<file path="config.mk">
export PLATFORM = sky130hd
export DESIGN_NAME = led_matrix_scroll_store_core
export DESIGN_NICKNAME = d
export VERILOG_FILES = /design/src/rtl/lmss_pkg.sv /design/src/rtl/led_matrix_scroll_store_core.sv
export SDC_FILE = /design/constraint.sdc
export NUM_CORES = 1
export LEC_CHECK = 0
export ABC_AREA = 1
export ABC_CLOCK_PERIOD_IN_PS = 3650
export BUFFER_PORTS_ARGS = -buffer_cell sky130_fd_sc_hd__buf_2
export CORE_MARGIN = 2
export CORE_UTILIZATION = 45
export DETAILED_ROUTE_END_ITERATION = 16
export PLACE_DENSITY = 0.65
export SLEW_MARGIN = 25
export SYNTH_ARGS = -nofsm -noshare
export SYNTH_HDL_FRONTEND = slang
export SYNTH_SLANG_ARGS = --single-unit
</file>
<file path="constraint.sdc">
create_clock -name clk -period 3.65 [get_ports clk]
set_input_delay 0 -clock clk [delete_from_list [all_inputs] [get_ports clk]]
set_output_delay 0 -clock clk [all_outputs]
set_load 0.005 [all_outputs]
</file>
<file path="src/rtl/lmss_pkg.sv">
`default_nettype none
// ----------------------------------------------------------------------------
// lmss_pkg
// Types and constants shared by the scrolling pixel store.
// ----------------------------------------------------------------------------
package lmss_pkg;

  localparam int GLYPH_W    = 5;
  localparam int GLYPH_H    = 5;
  localparam int WORD_W     = 16;
  localparam int GWIDTH_W   = 3;
  localparam int APB_DATA_W = 32;
  localparam int APB_ADDR_W = 2;

  localparam logic [WORD_W-1:0] BLANK_WORD_RST = 16'hFFE0;

  localparam logic [APB_ADDR_W-1:0] REG_BLANK_WORD = 2'd0;

  localparam logic [1:0] OP_INSERT = 2'd0;
  localparam logic [1:0] OP_ROTATE = 2'd1;
  localparam logic [1:0] OP_RENDER = 2'd2;
  localparam logic [1:0] OP_CLEAR  = 2'd3;

  typedef struct packed {
    logic [1:0]                   opcode;
    logic [GLYPH_W*GLYPH_H-1:0]   glyph_bits;
    logic [3:0]                   rotate_count;
  } cmd_t;

  typedef struct packed {
    logic [WORD_W-1:0]   drive_word;
    logic [GWIDTH_W-1:0] glyph_width;
    logic                last_word;
  } result_t;

  typedef enum logic [1:0] {
    S_IDLE,
    S_RUN,
    S_LAST
  } state_t;

endpackage
`default_nettype wire

</file>
<file path="src/rtl/led_matrix_scroll_store_core.sv">
`default_nettype none
// ----------------------------------------------------------------------------
// led_matrix_scroll_store_core
// Pixel store for a scrolling text display: rotate, glyph insert, clear of
// the last column and frame render, one row per cycle through a row memory.
//
// Channel  | Handshake              | Payload
// ---------+------------------------+----------------------------------------
// command  | start / busy           | cmd (opcode, glyph_bits, rotate_count)
// result   | result_valid strobe    | result (drive_word, glyph_width, last)
// config   | APB psel/penable/...   | blank_word at byte address 0
//
// Each command walks the row memory, one read per row and, but for render, one write-back per row.
// Rotate and clear end after the last row; insert and render add a final S_LAST beat.
// Render beats come out one per cycle, ROWS row words then the blank word.
// Reset clears the row valid bits; a row never written reads as all off.
// Results are strobed for one cycle; the receiver cannot stall them.
// ----------------------------------------------------------------------------
module led_matrix_scroll_store_core #(
  parameter int ROWS         = 5,
  parameter int VISIBLE_COLS = 11,
  parameter int SPARE_COLS   = 5
) (
  input  wire logic                                clk,
  input  wire logic                                rst,
  input  wire logic                                start,
  input  wire lmss_pkg::cmd_t                      cmd,
  output      logic                                busy,
  output      logic                                result_valid,
  output      lmss_pkg::result_t                   result,
  input  wire logic                                psel,
  input  wire logic                                penable,
  input  wire logic                                pwrite,
  input  wire logic [lmss_pkg::APB_ADDR_W-1:0]     paddr,
  input  wire logic [lmss_pkg::APB_DATA_W-1:0]     pwdata,
  output      logic [lmss_pkg::APB_DATA_W-1:0]     prdata,
  output      logic                                pready
);
  import lmss_pkg::*;

  localparam int TOTAL = VISIBLE_COLS + SPARE_COLS;
  localparam int AW    = (ROWS > 1) ? $clog2(ROWS) : 1;
  localparam int CW    = $clog2(ROWS + 1);
  localparam int TW    = $clog2(TOTAL);

  logic [TOTAL-1:0] mem [ROWS];
  logic [ROWS-1:0]  row_vld;

  state_t state, state_next;
  logic [CW-1:0]             cnt;
  logic                      proc_valid;
  logic [AW-1:0]             proc_row;
  logic [1:0]                op_q;
  logic [GLYPH_W*GLYPH_H-1:0] glyph_q;
  logic [GWIDTH_W-1:0]       width_q;
  logic [TW-1:0]             rot_q;
  logic [TOTAL-1:0]          rd_data;
  logic                      rd_vld_q;
  logic [WORD_W-1:0]         blank_word;

  logic                      accept;
  logic                      rd_en;
  logic                      mem_we;
  logic                      last_row;
  logic [GWIDTH_W-1:0]       width_calc;
  logic [TW-1:0]             rot_calc;
  logic [TOTAL-1:0]          row_cur;
  logic [TOTAL-1:0]          rot_row;
  logic [TOTAL-1:0]          new_row;
  logic [WORD_W-1:0]         render_word;
  logic                      res_valid_next;
  result_t                   res_next;
  logic                      cfg_we;

  assign accept = start && !busy;
  assign pready = 1'b1;
  assign cfg_we = psel && penable && pwrite && pready && (paddr == REG_BLANK_WORD);
  assign prdata = (paddr == REG_BLANK_WORD) ? APB_DATA_W'(blank_word) : '0;

  // glyph width and rotate amount, worked out at accept
  always_comb begin
    logic [GLYPH_W-1:0] orv;
    logic [4:0]         amt;
    orv        = '0;
    width_calc = GWIDTH_W'(1);
    for (int i = 0; i < GLYPH_H; i++) begin
      orv = orv | cmd.glyph_bits[(GLYPH_H-1-i)*GLYPH_W +: GLYPH_W];
    end
    for (int j = 0; j < GLYPH_W; j++) begin
      if (orv[j]) begin
        width_calc = GWIDTH_W'(j + 1);
      end
    end
    case (cmd.opcode)
      OP_INSERT: amt = 5'(width_calc);
      OP_ROTATE: amt = 5'(cmd.rotate_count);
      default:   amt = '0;
    endcase
    for (int k = 0; k < 4; k++) begin
      if (amt >= 5'(TOTAL)) begin
        amt = amt - 5'(TOTAL);
      end
    end
    rot_calc = TW'(amt);
  end

  // row modify
  always_comb begin
    logic [2*TOTAL-1:0] dbl;
    logic [GLYPH_W-1:0] g;
    row_cur = rd_vld_q ? rd_data : '0;
    dbl     = {row_cur, row_cur} >> rot_q;
    rot_row = dbl[TOTAL-1:0];
    g       = '0;
    for (int i = 0; i < GLYPH_H; i++) begin
      if (int'(proc_row) == i) begin
        g = glyph_q[(GLYPH_H-1-i)*GLYPH_W +: GLYPH_W];
      end
    end
    new_row = rot_row;
    case (op_q)
      OP_INSERT: begin
        if (int'(proc_row) < GLYPH_H) begin
          for (int c = 0; c < GLYPH_W; c++) begin
            if ((VISIBLE_COLS - 1 + c < TOTAL) && (GLYPH_W - c <= int'(width_q))) begin
              new_row[VISIBLE_COLS-1+c] = g[GLYPH_W-1-c];
            end
          end
        end
      end
      OP_CLEAR: new_row[TOTAL-1] = 1'b0;
      default:  new_row = rot_row;
    endcase
  end

  // render word, same bit order as the store scan
  always_comb begin
    logic [WORD_W-1:0] rb;
    rb          = WORD_W'(1) << (ROWS - 1 - int'(proc_row));
    render_word = blank_word;
    for (int j = 0; j < VISIBLE_COLS; j++) begin
      if (row_cur[j]) begin
        render_word          = render_word | rb;
        render_word[15 - j]  = 1'b0;
      end
    end
  end

  assign last_row = proc_valid && (proc_row == AW'(ROWS - 1));

  // next state
  always_comb begin
    state_next = state;
    unique case (state)
      S_IDLE: if (start) state_next = S_RUN;
      S_RUN: begin
        if (last_row) begin
          state_next = (op_q == OP_INSERT || op_q == OP_RENDER) ? S_LAST : S_IDLE;
        end
      end
      S_LAST:  state_next = S_IDLE;
      default: state_next = S_IDLE;
    endcase
  end

  // outputs of the sequencer
  always_comb begin
    busy           = (state != S_IDLE);
    rd_en          = (state == S_RUN) && (cnt < CW'(ROWS));
    mem_we         = proc_valid && (op_q != OP_RENDER);
    res_valid_next = 1'b0;
    res_next       = '0;
    unique case (state)
      S_RUN: begin
        if (proc_valid && op_q == OP_RENDER) begin
          res_valid_next      = 1'b1;
          res_next.drive_word = render_word;
        end
      end
      S_LAST: begin
        res_valid_next     = 1'b1;
        res_next.last_word = 1'b1;
        if (op_q == OP_INSERT) begin
          res_next.glyph_width = width_q;
        end else begin
          res_next.drive_word = blank_word;
        end
      end
      default: res_valid_next = 1'b0;
    endcase
  end

  always_ff @(posedge clk) begin
    if (rd_en) begin
      rd_data  <= mem[cnt[AW-1:0]];
      rd_vld_q <= row_vld[cnt[AW-1:0]];
    end
    if (mem_we) begin
      mem[proc_row] <= new_row;
    end
  end

  always_ff @(posedge clk) begin
    if (accept) begin
      op_q    <= cmd.opcode;
      glyph_q <= cmd.glyph_bits;
      width_q <= width_calc;
      rot_q   <= rot_calc;
    end
    proc_row <= cnt[AW-1:0];
    result   <= res_next;
  end

  always_ff @(posedge clk) begin
    if (rst) begin
      state        <= S_IDLE;
      cnt          <= '0;
      proc_valid   <= 1'b0;
      row_vld      <= '0;
      result_valid <= 1'b0;
      blank_word   <= BLANK_WORD_RST;
    end else begin
      state        <= state_next;
      proc_valid   <= rd_en;
      result_valid <= res_valid_next;
      if (accept) begin
        cnt <= '0;
      end else if (rd_en) begin
        cnt <= cnt + CW'(1);
      end
      if (mem_we) begin
        row_vld[proc_row] <= 1'b1;
      end
      if (cfg_we) begin
        blank_word <= pwdata[WORD_W-1:0];
      end
    end
  end

  a_accept_busy: assert property (@(posedge clk) disable iff (rst)
    start && !busy |=> busy)
    else $error("accepted command did not raise busy");

  a_idle_no_proc: assert property (@(posedge clk) disable iff (rst)
    !busy |=> !proc_valid)
    else $error("row processed while idle");

  a_last_gap: assert property (@(posedge clk) disable iff (rst)
    result_valid && result.last_word |=> !result_valid)
    else $error("beat right after final beat");

  a_render_width: assert property (@(posedge clk) disable iff (rst)
    result_valid && !result.last_word |-> result.glyph_width == '0)
    else $error("row word with nonzero glyph width");

  a_no_render_write: assert property (@(posedge clk) disable iff (rst)
    mem_we |-> state == S_RUN && op_q != OP_RENDER)
    else $error("store written outside a modifying command");

endmodule
`default_nettype wire
</file>
# Yosys cells after proc, flatten, opt, wreduce, memory -nomap -nowiden
# Memory sizes are Yosys's and may differ from the RTL's. A register that Yosys moved wholly into a read port is not among the register bits.
# Index checks and enable logic that the tools add are counted.
# totals
out_inout_bits,55
mem_count,1
ff_bits,86
mem_bits_rw,80
# op_classes
n_mux,51
n_bitwise,16
n_reduce_logical,20
n_addsub,6
magnitude_cmp,14
n_shift,2
eq_ne,13
# memory_table
memory,words,width,read_ports,rd_clocked_by_memory_dff,wr,line,rtl
mem,5,16,1,1,1,led_matrix_scroll_store_core.sv:46,logic [TOTAL-1:0] mem [ROWS];
# op_table
cell,n
$mux W16,15
$or A16 B16 Y16,10
$mux W5,10
$pmux W16 S2,1
$shl A1 B32 Y16 const A,1
$shr A32 B4 Y16,1
$or A5 B5 Y5,5
$ge A5 B5 Y1 const B,4
$or A15 B15 Y15,1
$sub A5 B5 Y5 const B,3
$eq A3 B3 Y1 const B,4
$mux W1,12
$mux W2,5
$logic_and A1 B1 Y1,9
$logic_not A2 Y1,4
$lt A3 B4 Y1 const B,2
$pmux W4 S2,1
$eq A2 B2 Y1 const B,3
$le A2 B3 Y1 const A,2
$le A3 B3 Y1 const A,2
$lt A3 B3 Y1 const B,2
$mux W3,2
$ne A2 B2 Y1 const B,3
$eq A2 B1 Y1 const B,2
17 further kinds,18

# Depth between registers and ports, before layout
# depth
ltp_word,26
ltp_mapped,12
mapped_depth_nobuf,12

# Worst setup path before layout
# OpenSTA, ideal clock, no wires.
# synth_path
kind,reg2reg
start,reg op_q[1]
end,mem mem[1][0] in the netlist's numbering (enable)
t_arrival_ns,2.342
path_stages_with_launch,4
n_path_buf,0
setup_slack_ns,0.874
required_time_ns,3.217
setup_time_ns,0.433
period_less_slack_ns,2.776
path_cell_list,edfxtp_1 -> a21oi_2 -> inv_2 -> nor4_1
# synth_between
elab_chain_len,4
# synth_lines
item,line,rtl
"start, declared",led_matrix_scroll_store_core.sv:53,logic [1:0] op_q;
"start signal, assigned",led_matrix_scroll_store_core.sv:205,op_q <= cmd.opcode;
$ne A2 B2 Y1,led_matrix_scroll_store_core.sv:170,mem_we = proc_valid && (op_q != OP_RENDER);
$logic_and A1 B1 Y1,led_matrix_scroll_store_core.sv:170,
$mux W1,led_matrix_scroll_store_core.sv:198,if (mem_we) begin
$mux W1 (implied by the code),led_matrix_scroll_store_core.sv:199,mem[proc_row] <= new_row;
"end, declared",led_matrix_scroll_store_core.sv:46,
# Every way passes these cells.

# Worst setup path in the final report
# layout_path
start,reg rot_q[2]
end,mem mem[1][15] in the netlist's numbering (data pin)
# layout_between
elab_chain_len,2
# layout_lines
item,line,rtl
"start, declared",led_matrix_scroll_store_core.sv:56,logic [TW-1:0] rot_q;
"start signal, assigned",led_matrix_scroll_store_core.sv:208,rot_q <= rot_calc;
$shr A32 B4 Y16,led_matrix_scroll_store_core.sv:112,"dbl = {row_cur, row_cur} >> rot_q;"
$mux W1,led_matrix_scroll_store_core.sv:121,case (op_q)
named net new_row[15],led_matrix_scroll_store_core.sv:69,logic [TOTAL-1:0] new_row;
# The timed path passes the listed nets, and every way through them passes these cells.

==> flow_results.org <==
** Routing
- In the final routed layout, each cell accounts on average for 15.8 um.
- DRC violation count after routing :: 0
- Vias :: 6,510
- Residual antenna-violating net count after detailed routing :: 0
- The routed design has 19,900 um of wire.
- The first detailed-routing pass ran for 6 iterations.
- Per-cell via count in the routed design :: 5.17
- In this run, the number of DRC markers left after iteration 0 of detailed routing was 525.

** GRT
- Met2 Use GR :: 33.3%
- GR Layer Usage met1 :: 26.4%
- The via count of the first global-routing pass came to 6,062.
- First-pass GRT wire length :: 31,000 um
- Pin count of the biggest net entering global routing :: 38
- Global routing usage on met3 :: 4.71%
- Total GRT Usage :: 20.4%
- Antenna violations before repair :: 0
- After global routing, the most crowded layer is met2.
- Total gr overflow :: 0

** Synth
- Total of flip-flops plus latches after synthesis :: 182
- For this run, asynchronously set or reset flops after synthesis account for 0%.
- For this run, the number of Yosys warnings is 0.
- Top flip-flop cell by instance count after synthesis :: edfxtp_1
- For this run, the register share of the synthesized area comes to 59.7%.
- Total standard cell area after synthesis :: 8310 sq um
- A synthesized cell averages 9.43 sq um.
- Synthesis produced a netlist whose cell count is 881.
- Number of different library cells in the post-synthesis netlist :: 39
- The synthesized design contains 131 enable-type register cells.

** Timing
- After layout, the worst path uses 60.5% of the clock period.
- Clock skew on the completed layout was measured at 0.00884 ns.
- For the pin with the worst max-slew slack, the measured transition is 0.830 ns.
- Tmin final :: 2.21 ns
- Slew HR :: 44.6%
- Timing would allow up to 453 MHz.
- Setup total negative slack :: 0 ns
- The total count of max-transition violations in the final report came to 0.
- Setup violations remaining at the end of the flow were counted as 0.
- Fin. Hold Viols :: 0
- Setup repair after global routing missed its margin :: no

** Worst setup path
- Delay of the slowest cell on the worst path :: 0.69 ns
- Crit Reg-Reg Startpoint :: rot_q[2]$_DFFE_PP_
- The worst register-to-register path has a depth of 5.
- STA classifies the critical path endpoint as a flop.
- The worst setup path is of the reg2reg kind.
- Worst setup path start :: rot_q[2]$_DFFE_PP_
- STA classifies the critical path startpoint as a flop.
- Register-to-Register Setup Slack :: 1.44 ns
- Crit path capture :: mem[1][15]$_DFFE_PP_
- Slowest-stage cell, CP :: edfxtp_1
- End of the worst register-to-register path :: mem[1][15]$_DFFE_PP_
- Data required time at the worst endpoint :: 3.87 ns
- Of all nets on the critical path, the largest fanout is 17.
- The critical path goes through clkinv_1 > nand3_1 > o21a_1 > nor2_1 > nor2_1.
- In this design, the critical path's most frequently occurring cell is nor2_1.
- Critical path data arrival time :: 2.42 ns

** Power and ir drop
- Standby leakage power :: 4.19 nW
- Across the VDD grid, the largest voltage drop is 0.370 mV.
- Power per standard cell area :: 677 nW/um^2

** Final layout
- The finished cells cover 9970 sq um.
- Number of nets in the layout :: 1,098
- Number of diodes :: 0
- Of the cells placed in the final design, the portion with a size suffix greater than 1 is 16.0%.
- Most frequent standard cell in the layout excluding fill and tap cells :: nand2_1
- Fill count :: 1,568
- Area growth, synth to finish :: 20.0%
- Commonest non-fill, non-tap cells in the layout :: 146 x nand2_1, 143 x nor2_1, 131 x edfxtp_1

** Floorplan
- During I/O placement, the number of pins put on the boundary was 126.
- Core area :: 18,000 sq um
- Die Footprint :: 19,600 sq um
- Row cnt :: 49
- From bottom edge to top edge, the die measures 140 um.
- Floorplan die width :: 140 um
- The initial utilization of the core area, before any placement, comes to 46.1%.

** CTS
- After clock tree synthesis, the setup repair step added 0 buffers.
- Number of levels in the clock H-tree :: 4
- Clock root buffer :: clkbuf_16
- CTS tree :: built
- Clock-pin slew was measured on the worst setup and hold paths at 0.06 ns.
- Sinks on the clock net :: 182
- At the later pin of the worst-skew pair, clock insertion delay measures 0.43 ns.
- Post-CTS repair changed the size of 0 cells.
- The clock passes through at most 2 buffers.
- TritonCTS created 17 clock buffers.

** Status
- Outcome :: completed

** Placed design
- # port buffers :: 92
- The congestion estimate from routability-driven global placement came to 0.887.
- HPWL after detailed placement :: 12,800 um
- Once placement finished, the instance area stood at 8870 sq um.

** Min path
- Path type of the worst min-delay path :: in2reg
- In this run the most critical hold path is launched from start.

** Run
- Maximum capacitance violations :: 0
## report_power, final
part           switching [mW]  internal [mW]
Combinational            1.44          0.639
Clock                   0.757          0.988
Sequential              0.179           2.74
## routing by layer
metal / vias up / share of wire, %
met1: 2985 / 43
li1: 3252 / -
met3: 41 / 7.2
met4: 0 / 2.6
met5: - / 0
met2: 232 / 47
## metrics by stage
stage                     hold WS [ns]  power [mW]  util, %  cells  worst slack (ns)
after global placement           0.179        4.97     49.2   1173              1.47
after detailed placement         0.178        4.99     49.2   1173              1.48
final                           0.0187        6.75     55.3   1258              1.44
after global routing            0.0913        7.15     55.3   1258              1.24
after CTS                      0.00748        6.76     55.3   1258              1.46
after floorplan                 0.0989        4.41        -    896             0.874
## state kept, by name (all words and copies together), names as in the netlist, 2 cells and up
register and cells:
mem 80, glyph_q 25, result 20, blank_word 16, rd_data 16, row_vld 5
rot_q 4, cnt 3, proc_row 3, width_q 3, op_q 2, state 2
## cells by family (layout without fill, tap and decap cells)
| kind of cell | count (synthesis) | after routing | share of synthesized area [%] |
|---|---|---|---|
| other | 2 | 17 | 0.0904 |
| adders and majority gates | 11 | 11 | 1.66 |
| and+or+nand+nor | 451 | 451 | 23.6 |
| buffers and inverters | 120 | 253 | 7.08 |
| AOI/OAI and AO/OA | 115 | 115 | 7.91 |
| DFF | 182 | 182 | 59.7 |
## worst min path at each step
stage | end | cells past startpoint
floorplan | glyph_q[0]$_DFFE_PP_ | 0
global placement | glyph_q[15]$_DFFE_PP_ | 1
detailed placement | glyph_q[15]$_DFFE_PP_ | 1
CTS | state[0]$_SDFFE_PP0P_ | 3
global route | state[0]$_SDFFE_PP0P_ | 3
finish | state[0]$_SDFFE_PP0P_ | 3
## repair_timing
action                     in CTS  in global routing
hold endpoints to repair       57                  0
hold buffers                   53                  0
setup endpoints to repair       0                  0
## Yosys cell counts (all sizes together) (2+ instances only)
cell	number	area, sq um
o211ai	13	97.6
ha	11	138
buf	42	293
nand3	127	641
edfxtp	131	3930
o21ai	55	283
inv	62	233
nand2	151	589
o21a	2	15.0
a211oi	2	15.0
nor4	10	62.6
a21oi	25	133
clkinv	4	17.5
conb	2	7.51
a31oi	16	100
dfxtp	51	1020
nor3b	2	15.0
nor3	10	55.1
or2	4	25.0
clkbuf	12	45.0
nor2	145	554
## final cells by class
cell class                 instances  area, sq um  area share (%)
timing repair buffer             155         1070            10.7
inverter                          66          250            2.51
clock buffer                      22          507            5.08
multi-input combinational        594         2840            28.5
sequential                       182         4950            49.7
clock inverter                    10         63.8           0.640
tap                              229          287            2.87
## worst max-delay path, delay by kind of cell (launching register included)
kind	cells	cell delay [ns]
compound gates	1	0.17
buf+inv	1	0.57
flops	1	0.69
simple gates	3	0.56
Note: power is estimated with default switching activity, not from simulation.
